<file path="src/sv/hptc_pkg.sv">
package hptc_pkg;

  typedef enum logic {
    OP_START  = 1'b0,
    OP_SAMPLE = 1'b1
  } op_e;

  typedef enum logic [1:0] {
    CFG_KP  = 2'd0,
    CFG_KI  = 2'd1,
    CFG_KD  = 2'd2,
    CFG_THR = 2'd3
  } cfg_idx_e;

  localparam int HeadW  = 13;
  localparam int TimeW  = 16;
  localparam int ErrW   = 13;
  localparam int IntW   = 14;
  localparam int DerW   = 14;
  localparam int GainW  = 16;
  localparam int ThrW   = 8;
  localparam int SpeedW = 11;
  localparam int CfgW   = 16;
  localparam int CfgIdxW = 2;
  localparam int WideW  = 15;
  localparam int ProdW  = 30;
  localparam int SumW   = 32;
  localparam int FracW  = 8;
  localparam int ShW    = SumW - FracW;

  localparam logic signed [WideW-1:0] HalfTurn = 15'sd2880;
  localparam logic signed [WideW-1:0] FullTurn = 15'sd5760;
  localparam logic signed [WideW-1:0] IntLimit = 15'sd6400;
  localparam logic signed [WideW-1:0] IntClear = 15'sd32;
  localparam logic signed [ShW-1:0]   SpeedLimit = 24'sd800;
  localparam logic [ThrW-1:0]         ThrReset = 8'd1;

  typedef struct packed {
    logic signed [GainW-1:0] kp;
    logic signed [GainW-1:0] ki;
    logic signed [GainW-1:0] kd;
    logic        [ThrW-1:0]  thr;
  } cfg_t;

  typedef struct packed {
    logic signed [ErrW-1:0] err;
    logic signed [IntW-1:0] integ;
    logic signed [DerW-1:0] deriv;
    logic                   brake;
  } track_t;

  typedef struct packed {
    logic signed [ProdW-1:0] p;
    logic signed [ProdW-1:0] i;
    logic signed [ProdW-1:0] d;
    logic signed [ErrW-1:0]  err;
    logic                    brake;
  } prod_t;

endpackage

</file>
<file path="src/sv/heading_pid_turn_controller.sv">
// Heading PID turn controller. A start beat latches the target heading and
// time limit, clears the integral and previous error and arms the loop; it
// yields no result. Each sample beat taken while armed yields one result
// beat with left/right drive (1/16 percent), the wrapped error (1/16 degree)
// and brake; samples while disarmed yield nothing. One beat is accepted per
// cycle while the input is not stalled. A result beat passes the input
// register (loaded at the accepting edge), the error/integral stage (where
// the loop state is updated as the beat enters it, so the next sample sees
// it), the multiplier stage and the output register.
// A stalled result holds the pipeline; the input stalls only once all four
// registers are full.
// Configuration registers: 0 kp, 1 ki, 2 kd (signed Q8.8), 3 settle
// threshold in whole degrees.
module heading_pid_turn_controller (
  input  logic                               clk_i,
  input  logic                               rst_ni,
  input  logic                               in_valid_i,
  output logic                               in_stall_o,
  input  logic                               operation_i,
  input  logic [hptc_pkg::HeadW-1:0]         target_heading_i,
  input  logic [hptc_pkg::TimeW-1:0]         timeout_ms_i,
  input  logic [hptc_pkg::HeadW-1:0]         heading_i,
  input  logic [hptc_pkg::TimeW-1:0]         elapsed_ms_i,
  output logic                               out_valid_o,
  input  logic                               out_stall_i,
  output logic signed [hptc_pkg::SpeedW-1:0] left_speed_o,
  output logic signed [hptc_pkg::SpeedW-1:0] right_speed_o,
  output logic signed [hptc_pkg::ErrW-1:0]   heading_error_o,
  output logic                               brake_o,
  input  logic                               cfg_we_i,
  input  logic [hptc_pkg::CfgIdxW-1:0]       cfg_idx_i,
  input  logic [hptc_pkg::CfgW-1:0]          cfg_wdata_i
);
  import hptc_pkg::*;

  cfg_t   cfg;
  track_t trk;

  logic             in_v_q;
  op_e              op_q;
  logic [HeadW-1:0] tgt_q, head_q;
  logic [TimeW-1:0] tmo_q, elap_q;

  logic trk_v, drv_v;
  logic rdy0, rdy1, rdy2, rdy3;

  logic signed [SpeedW-1:0] drv_speed;
  logic signed [ErrW-1:0]   drv_err;
  logic                     drv_brake;

  logic                     out_v_q;
  logic signed [SpeedW-1:0] left_q, right_q;
  logic signed [ErrW-1:0]   err_q;
  logic                     brake_q;

  assign rdy3 = !out_v_q || !out_stall_i;
  assign rdy2 = !drv_v || rdy3;
  assign rdy1 = !trk_v || rdy2;
  assign rdy0 = !in_v_q || rdy1;
  assign in_stall_o = !rdy0;

  hptc_cfg u_cfg (
    .clk_i,
    .rst_ni,
    .cfg_we_i,
    .cfg_idx_i,
    .cfg_wdata_i,
    .cfg_o (cfg)
  );

  always_ff @(posedge clk_i or negedge rst_ni) begin
    if (!rst_ni) begin
      in_v_q <= 1'b0;
    end else if (rdy0) begin
      in_v_q <= in_valid_i;
    end
  end

  always_ff @(posedge clk_i) begin
    if (rdy0 && in_valid_i) begin
      op_q   <= op_e'(operation_i);
      tgt_q  <= target_heading_i;
      tmo_q  <= timeout_ms_i;
      head_q <= heading_i;
      elap_q <= elapsed_ms_i;
    end
  end

  hptc_track u_track (
    .clk_i,
    .rst_ni,
    .valid_i          (in_v_q),
    .en_i             (rdy1),
    .operation_i      (op_q),
    .target_heading_i (tgt_q),
    .timeout_ms_i     (tmo_q),
    .heading_i        (head_q),
    .elapsed_ms_i     (elap_q),
    .thr_i            (cfg.thr),
    .valid_o          (trk_v),
    .trk_o            (trk)
  );

  hptc_drive u_drive (
    .clk_i,
    .rst_ni,
    .valid_i (trk_v),
    .en_i    (rdy2),
    .trk_i   (trk),
    .cfg_i   (cfg),
    .valid_o (drv_v),
    .speed_o (drv_speed),
    .err_o   (drv_err),
    .brake_o (drv_brake)
  );

  always_ff @(posedge clk_i or negedge rst_ni) begin
    if (!rst_ni) begin
      out_v_q <= 1'b0;
    end else if (rdy3) begin
      out_v_q <= drv_v;
    end
  end

  always_ff @(posedge clk_i) begin
    if (rdy3 && drv_v) begin
      left_q  <= drv_speed;
      right_q <= -drv_speed;
      err_q   <= drv_err;
      brake_q <= drv_brake;
    end
  end

  assign out_valid_o     = out_v_q;
  assign left_speed_o    = left_q;
  assign right_speed_o   = right_q;
  assign heading_error_o = err_q;
  assign brake_o         = brake_q;

endmodule

</file>
<file path="src/sv/hptc_cfg.sv">
module hptc_cfg (
  input  logic                         clk_i,
  input  logic                         rst_ni,
  input  logic                         cfg_we_i,
  input  logic [hptc_pkg::CfgIdxW-1:0] cfg_idx_i,
  input  logic [hptc_pkg::CfgW-1:0]    cfg_wdata_i,
  output hptc_pkg::cfg_t               cfg_o
);
  import hptc_pkg::*;

  cfg_t cfg_q;

  always_ff @(posedge clk_i or negedge rst_ni) begin
    if (!rst_ni) begin
      cfg_q.kp  <= '0;
      cfg_q.ki  <= '0;
      cfg_q.kd  <= '0;
      cfg_q.thr <= ThrReset;
    end else if (cfg_we_i) begin
      case (cfg_idx_e'(cfg_idx_i))
        CFG_KP:  cfg_q.kp  <= cfg_wdata_i;
        CFG_KI:  cfg_q.ki  <= cfg_wdata_i;
        CFG_KD:  cfg_q.kd  <= cfg_wdata_i;
        CFG_THR: cfg_q.thr <= cfg_wdata_i[ThrW-1:0];
        default: ;
      endcase
    end
  end

  assign cfg_o = cfg_q;

endmodule

</file>
<file path="src/sv/hptc_track.sv">
module hptc_track (
  input  logic                       clk_i,
  input  logic                       rst_ni,
  input  logic                       valid_i,
  input  logic                       en_i,
  input  hptc_pkg::op_e              operation_i,
  input  logic [hptc_pkg::HeadW-1:0] target_heading_i,
  input  logic [hptc_pkg::TimeW-1:0] timeout_ms_i,
  input  logic [hptc_pkg::HeadW-1:0] heading_i,
  input  logic [hptc_pkg::TimeW-1:0] elapsed_ms_i,
  input  logic [hptc_pkg::ThrW-1:0]  thr_i,
  output logic                       valid_o,
  output hptc_pkg::track_t           trk_o
);
  import hptc_pkg::*;

  logic                   armed_q;
  logic [HeadW-1:0]       target_q;
  logic [TimeW-1:0]       timeout_q;
  logic signed [IntW-1:0] integ_q;
  logic signed [ErrW-1:0] last_q;
  logic                   v_q;
  track_t                 trk_q;

  logic signed [WideW-1:0] diff, wrap1, wrap2, mag, isum, isat, deriv, thr16;
  logic                    fire, brake;
  track_t                  trk_d;

  always_comb begin
    diff  = $signed({2'b00, target_q}) - $signed({2'b00, heading_i});
    wrap1 = (diff > HalfTurn) ? diff - FullTurn : diff;
    wrap2 = (wrap1 < -HalfTurn) ? wrap1 + FullTurn : wrap1;
    mag   = (wrap2 < 0) ? -wrap2 : wrap2;
    isum  = WideW'(integ_q) + wrap2;
    if (isum > IntLimit) begin
      isat = IntLimit;
    end else if (isum < -IntLimit) begin
      isat = -IntLimit;
    end else begin
      isat = isum;
    end
    if (mag < IntClear) begin
      isat = '0;
    end
    deriv = wrap2 - WideW'(last_q);
    thr16 = $signed({3'b000, thr_i, 4'b0000});
    brake = (mag <= thr16) || (elapsed_ms_i >= timeout_q);
    trk_d.err   = wrap2[ErrW-1:0];
    trk_d.integ = isat[IntW-1:0];
    trk_d.deriv = deriv[DerW-1:0];
    trk_d.brake = brake;
  end

  assign fire = valid_i && en_i;

  always_ff @(posedge clk_i or negedge rst_ni) begin
    if (!rst_ni) begin
      armed_q   <= 1'b0;
      target_q  <= '0;
      timeout_q <= '0;
      integ_q   <= '0;
      last_q    <= '0;
    end else if (fire) begin
      if (operation_i == OP_START) begin
        target_q  <= target_heading_i;
        timeout_q <= timeout_ms_i;
        integ_q   <= '0;
        last_q    <= '0;
        armed_q   <= 1'b1;
      end else if (armed_q) begin
        integ_q <= trk_d.integ;
        last_q  <= trk_d.err;
        if (brake) begin
          armed_q <= 1'b0;
        end
      end
    end
  end

  always_ff @(posedge clk_i or negedge rst_ni) begin
    if (!rst_ni) begin
      v_q <= 1'b0;
    end else if (en_i) begin
      v_q <= valid_i && (operation_i == OP_SAMPLE) && armed_q;
    end
  end

  always_ff @(posedge clk_i) begin
    if (en_i) begin
      trk_q <= trk_d;
    end
  end

  assign valid_o = v_q;
  assign trk_o   = trk_q;

endmodule

</file>
<file path="src/sv/hptc_drive.sv">
module hptc_drive (
  input  logic                               clk_i,
  input  logic                               rst_ni,
  input  logic                               valid_i,
  input  logic                               en_i,
  input  hptc_pkg::track_t                   trk_i,
  input  hptc_pkg::cfg_t                     cfg_i,
  output logic                               valid_o,
  output logic signed [hptc_pkg::SpeedW-1:0] speed_o,
  output logic signed [hptc_pkg::ErrW-1:0]   err_o,
  output logic                               brake_o
);
  import hptc_pkg::*;

  logic  v_q;
  prod_t prod_q;
  prod_t prod_d;

  logic signed [SumW-1:0] sum;
  logic signed [ShW-1:0]  sh;

  always_comb begin
    prod_d.p     = ProdW'(cfg_i.kp) * ProdW'(trk_i.err);
    prod_d.i     = ProdW'(cfg_i.ki) * ProdW'(trk_i.integ);
    prod_d.d     = ProdW'(cfg_i.kd) * ProdW'(trk_i.deriv);
    prod_d.err   = trk_i.err;
    prod_d.brake = trk_i.brake;
  end

  always_ff @(posedge clk_i or negedge rst_ni) begin
    if (!rst_ni) begin
      v_q <= 1'b0;
    end else if (en_i) begin
      v_q <= valid_i;
    end
  end

  always_ff @(posedge clk_i) begin
    if (en_i) begin
      prod_q <= prod_d;
    end
  end

  // floor shift by the Q8.8 fraction, then clamp
  always_comb begin
    sum = SumW'(prod_q.p) + SumW'(prod_q.i) + SumW'(prod_q.d);
    sh  = sum[SumW-1:FracW];
    if (sh > SpeedLimit) begin
      speed_o = SpeedLimit[SpeedW-1:0];
    end else if (sh < -SpeedLimit) begin
      speed_o = -SpeedLimit[SpeedW-1:0];
    end else begin
      speed_o = sh[SpeedW-1:0];
    end
  end

  assign valid_o = v_q;
  assign err_o   = prod_q.err;
  assign brake_o = prod_q.brake;

endmodule

</file>
<file path="config.mk">
export PLATFORM = sky130hd
export DESIGN_NAME = heading_pid_turn_controller
export DESIGN_NICKNAME = d
export VERILOG_FILES = /design/src/sv/hptc_pkg.sv /design/src/sv/heading_pid_turn_controller.sv /design/src/sv/hptc_cfg.sv /design/src/sv/hptc_track.sv /design/src/sv/hptc_drive.sv
export SDC_FILE = /design/constraint.sdc
export NUM_CORES = 2
export LEC_CHECK = 0
export ABC_AREA = 1
export BUFFER_PORTS_ARGS = -buffer_cell sky130_fd_sc_hd__buf_2
export CORE_UTILIZATION = 45
export CTS_BUF_LIST = sky130_fd_sc_hd__clkbuf_4
export CTS_CLUSTER_DIAMETER = 120
export DETAILED_ROUTE_END_ITERATION = 10
export HOLD_SLACK_MARGIN = 0.02
export SLEW_MARGIN = 20
export SYNTH_ARGS = -nofsm -noshare
export SYNTH_HDL_FRONTEND = slang
export SYNTH_HIERARCHICAL = 1
export SYNTH_SLANG_ARGS = --single-unit
export TNS_END_PERCENT = 1
</file>
<file path="constraint.sdc">
create_clock -name clk_i -period 9.35 [get_ports clk_i]
set_input_delay 1.87 -clock clk_i [delete_from_list [all_inputs] [get_ports clk_i]]
set_output_delay 1.87 -clock clk_i [all_outputs]
set_load 0.005 [all_outputs]
</file>
# Word-level counts from Yosys, hierarchy flattened

Index checks and enable logic that the tools add are counted.

Bitwise operators: 1
$lt $le $gt $ge: 10
Mux-type cells: 15
Multiply operators: 3
Shift operators: 0
Reductions and logical operators: 23
Add/sub/neg operators: 9
Div/mod/pow operators: 0
Equal/unequal tests: 4

Operators by type and width:

| operator                                                        | number |
|---|---|
| two-way mux 14 bit                                              | 5 |
| multiplier 16 x 14 -> 30 bit                                    | 2 |
| two-way mux 15 bit                                              | 3 |
| adder 31 x 30 -> 32 bit                                         | 1 |
| adder 29 x 30 -> 31 bit                                         | 1 |
| multiplier 16 x 13 -> 29 bit                                    | 1 |
| two-way mux 13 bit                                              | 2 |
| greater-than comparator 24 x 11 -> 1 bit, second input constant | 1 |
| less-than comparator 24 x 11 -> 1 bit, second input constant    | 1 |
| two-way mux 11 bit                                              | 2 |
| >= comparator 16 bit                                            | 1 |
| adder 14 x 15 -> 15 bit                                         | 1 |
| adder 15 x 14 -> 15 bit, second input constant                  | 1 |
| greater-than comparator 15 x 13 -> 1 bit, second input constant | 1 |
| greater-than comparator 15 x 14 -> 1 bit, second input constant | 1 |
| <= comparator 15 x 13 -> 1 bit                                  | 1 |
| less-than comparator 15 x 1 -> 1 bit, second input constant     | 1 |
| less-than comparator 15 x 13 -> 1 bit, second input constant    | 1 |
| less-than comparator 15 x 14 -> 1 bit, second input constant    | 1 |
| less-than comparator 15 x 7 -> 1 bit, second input constant     | 1 |
| negation 15 bit                                                 | 1 |
| subtractor 15 x 14 -> 15 bit, second input constant             | 1 |
| subtractor 13 x 13 -> 14 bit                                    | 1 |
| subtractor 14 x 13 -> 14 bit                                    | 1 |
| 11 further kinds                                                | 32 |

Memory bits (writable): 0
Register bits after elaboration: 357
Bits in read-only memories: 0
Memories kept: 0
Latch bits: 0
Output and inout port bits: 38
Input bits: 82
Logic and storage cells: 96

# Longest topological paths before layout

Depth after elaboration: 12
Mapped depth: 45
Gate-level depth less buffers: 45

# By module

Netlist, hierarchy kept.

Modules (own cells, without submodules):

| module                      | cells an instance | times used | sequential area each (um2) | area each (um2) |
|---|---|---|---|---|
| hptc_drive                  | 3845              | 1          | 3118.0                     | 31383.8 |
| hptc_track                  | 854               | 1          | 2712.6                     | 7075.5 |
| heading_pid_turn_controller | 154               | 1          | 2872.8                     | 3169.3 |
| hptc_cfg                    | 249               | 1          | 1402.6                     | 2285.9 |

# Worst setup path before layout

Ideal clock, no wire load.

Kind: input to register
Start: input out_stall_i
End: register elap_q[0], enable pin
Data required time: 8.874 ns
Buffers on the path: 0
Library setup time: 0.476 ns
Cell stages on the path: 5
Slack: 3.122 ns
Arrival: 5.751 ns
Cell sequence: nand2_1 > inv_1 > nand3_1 > nor2_1 > nor2_1

Longest elaborated chain between the ends: 6

Ends and longest elaborated chain:

| element                | RTL line                          | text |
|---|---|---|
| start: declaration     | heading_pid_turn_controller.sv:25 | `input logic out_stall_i,` |
| logical NOT 1 bit      | heading_pid_turn_controller.sv:56 | `assign rdy3 = !out_v_q \|\| !out_stall_i;` |
| logical OR 1 bit       | heading_pid_turn_controller.sv:56 |  |
| logical OR 1 bit       | heading_pid_turn_controller.sv:57 | `assign rdy2 = !drv_v \|\| rdy3;` |
| logical OR 1 bit       | heading_pid_turn_controller.sv:58 | `assign rdy1 = !trk_v \|\| rdy2;` |
| via rdy1               | heading_pid_turn_controller.sv:45 | `logic rdy0, rdy1, rdy2, rdy3;` |
| logical OR 1 bit       | heading_pid_turn_controller.sv:59 | `assign rdy0 = !in_v_q \|\| rdy1;` |
| logical AND 1 bit      | heading_pid_turn_controller.sv:80 | `if (rdy0 && in_valid_i) begin` |
| end signal: assignment | heading_pid_turn_controller.sv:85 | `elap_q <= elapsed_ms_i;` |
| end: declaration       | heading_pid_turn_controller.sv:42 | `logic [TimeW-1:0] tmo_q, elap_q;` |

The timed path passes the listed nets, and every way through them passes these cells.
A chain may end at the register's enable or synchronous reset.

==> run metrics <==
Crit. End Element=flip-flop; vias per cell=around 4.9; clock tree buffer depth=3; most common cell in the netlist=inv_1; Area contributors post-synth=fa_1 30%, edfxtp_1 16%, inv_1 12%; # IOs=120; drt wl/cell=approximately 17 microns; ys flop type=edfxtp_1; DR top layer=met5; run status=finished, final reports clean; Warnings, synthesis=6; met3 routed WL=between 6 and 7 mm; H-tree Lvls=3; Residual DRC=0; worst-margin pin slew=approximately 1 ns; Worst Path Max Fanout=15; Post-Syn Nets=between 6000 and 7000; Setup TNS=0 ns; via count=between 30000 and 40000; dpl hpwl=slightly below 90 mm; share of layout cells above drive strength 1=0.08562; CTS buffer count=between 90 and 100; Synth Cell Area=between 40000 and 50000 sq um; Distinct cells, synth=63; Total Routing Usage GR=0.2358; Hold Fails Final Rpt=0; Fmax=roughly 150 MHz; Synth Area per Inst=approximately 8.6 sq um; Port Buffers=about 120; top-area cell type share of the netlist area=0.3032; CP Launch Type=flip-flop; die width=314.4 microns; Yosys top cell by area=fa_1; Layout Area Growth over Synthesis=6.698%; WL met2=roughly 53 mm; die footprint=~99000 sq um; Starting DRT DRC Count=between 2000 and 2500; GRT overflow=0; CTS root buf=clkbuf_4; Cell Rows=114; RSZ-0062 raised after global routing=no; WP data arrival=a little over 7 ns; met1 WL=49.79 mm; post-CTS resize count=0; Setup Buffers After CTS=0; clock latency at the later pin of the worst-skew pair=between 0.8 and 0.9 ns; shortest period the worst path allows=between 6 and 7 ns; Commonest cells post-synth=1351 x inv_1, 1210 x nand2_1, 665 x fa_1, 310 x ha_1, 239 x edfxtp_1; Die Ht=roughly 310 microns; ratio of final minimum period to clock period=0.7036; global-route wire length before repair=180.8 mm; max-cap violation count=0; Critical Path RT=roughly 10 ns; Yosys reg bits=roughly 360; initial core utilization=0.4541; initial antenna violation count=7; Post-synth EDFFs=roughly 240; Detailed Route WL=between 100 and 150 mm; WS Path Type=reg -> reg; Cells after Synth=5102; type of the most critical hold path=reg -> reg; Slew Viols, Final=0; DR pass1 iterations=5; Slew Limit Headroom=0.3268; vias in the first global route=between 30000 and 40000; final net count=just over 6000; register area share after synthesis=0.2301; Placer Congestion=roughly 0.97; Antenna Violating Nets Remaining=0; core area=around 97000 sq um; CTS tree=yes; Final setup violation count=0; pin count of the biggest net entering global routing=61; skew final=roughly 0.11 ns; async set-or-reset flop fraction in the synthesized netlist=0.3287; hold buffers post-CTS=0; CTS clk-pin slew, worst paths=approximately 0.070 ns; CTS sink count=356
-- worst max-delay path, cell delays in order (launching register included) --
cell and delay, ns:
dfrtp_1 0.69, nand2_1 0.25, fa_1 0.56, fa_1 0.76, inv_1 0.17, fa_1 0.49, fa_1 0.50, fa_1 0.48
inv_1 0.05, fa_1 0.49, inv_1 0.04, ha_1 0.37, nand2_1 0.15, nor4_1 0.41, o21ai_0 0.20, nand3_1 0.20
nand2_1 0.07, nand2_1 0.09, a21oi_1 0.07, nor2_1 0.10, nor2_1 0.06, xor2_1 0.13
-- layout make-up --
type                            instances  area [sq um]
Fill cell                            9337         49850
Multi-Input combinational cell       3203         27970
Sequential cell                       356         10110
Inverter                             1372          5152
Tap cell                             1276          1597
Clock buffer                          140          1051
Timing Repair Buffer                  137         749.5
Clock inverter                         36         216.5
Antenna cell                            5         12.51
-- metrics by stage --
step                      setup slack, ns  cell area, sq um  hold WS, ns  std cells  utilization
after floorplan                     3.122             43910       0.4003       5102            -
after global placement              2.923             45550       0.4015       6343       0.4710
after detailed placement            2.831             45550       0.4056       6343       0.4710
after CTS                           2.751             46820       0.4213       6519       0.4841
after global routing                2.254             46850       0.4264       6523       0.4845
final                               2.771             46860       0.4187       6525       0.4845
-- cells in the final DEF, fill, tap and decap left out, drive strengths merged, types with 5 or more instances in the layout --
cell type and count:
o211ai 7, buf 137, mux2 13, or2 15
diode 5, nor2 210, a21oi 161, clkinv 30
dfrtp 116, clkbuf 140, a21o 8, nand4 71
xor2 96, fa 665, ha 310, o22ai 10
a31oi 11, nand3b 9, edfxtp 239, inv 1375
o21bai 15, xnor2 56, o21ai 94, nand3 149
nor3 15, a21boi 9, nand2 1253
-- state kept, by name, summed over array words and instances, names as in the netlist --
register and count:
head_q 13, u_drive/err_o 13, u_drive/prod_q 89, tmo_q 16, op_q 1, heading_error_o 13
u_cfg/cfg_o 56, u_drive/valid_o 1, out_valid_o 1, u_drive/brake_o 1, left_speed_o 11, u_track/target_q 13
u_track/armed_q 1, in_v_q 1, elap_q 16, u_track/integ_q 14, u_track/trk_o 42, u_track/valid_o 1
tgt_q 13, right_speed_o 10, u_track/timeout_q 16, brake_o 1, u_track/last_q 13
-- path summary, 6_finish.rpt --
path / startpoint / endpoint / slack [ns] / cells after the start
hold / removal: u_drive/err_o[11] / heading_error_o[11] / 0.42 / 0
min in group asynchronous: rst_ni / u_cfg/cfg_o[35] / 1.00 / 1
setup reg to reg: u_cfg/cfg_o[23] / u_drive/prod_q[42] / 2.77 / 21
setup / recovery: u_cfg/cfg_o[23] / u_drive/prod_q[42] / 2.77 / 21
hold reg to reg: u_drive/err_o[11] / heading_error_o[11] / 0.42 / 0
max in group asynchronous: rst_ni / u_track/integ_q[9] / 6.89 / 2
-- cell families (layout without fill, tap and decap cells) --
family                     after synthesis  count (layout)  share of synthesized area
AOI/OAI and AO/OA                      333             333                    0.04342
xor gates and xnor gates               152             152                    0.03126
adders and majority gates              975             975                     0.3915
buffers and inverters                 1543            1685                     0.1337
DFF                                    356             356                     0.2301
muxes                                   13              13                   0.003334
other                                    0               5                          0
and+or+nand+nor                       1730            1730                     0.1667
-- routing by layer --
metal,track usage,vias up
met4,0.05207,2
met3,0.03307,135
met5,0,-
met2,0.3921,865
li1,-,15360
met1,0.3275,15820
Power is left out: the tool's default activity adds up to more than one toggle a clock period on the data nets, which glitch-free logic cannot reach.
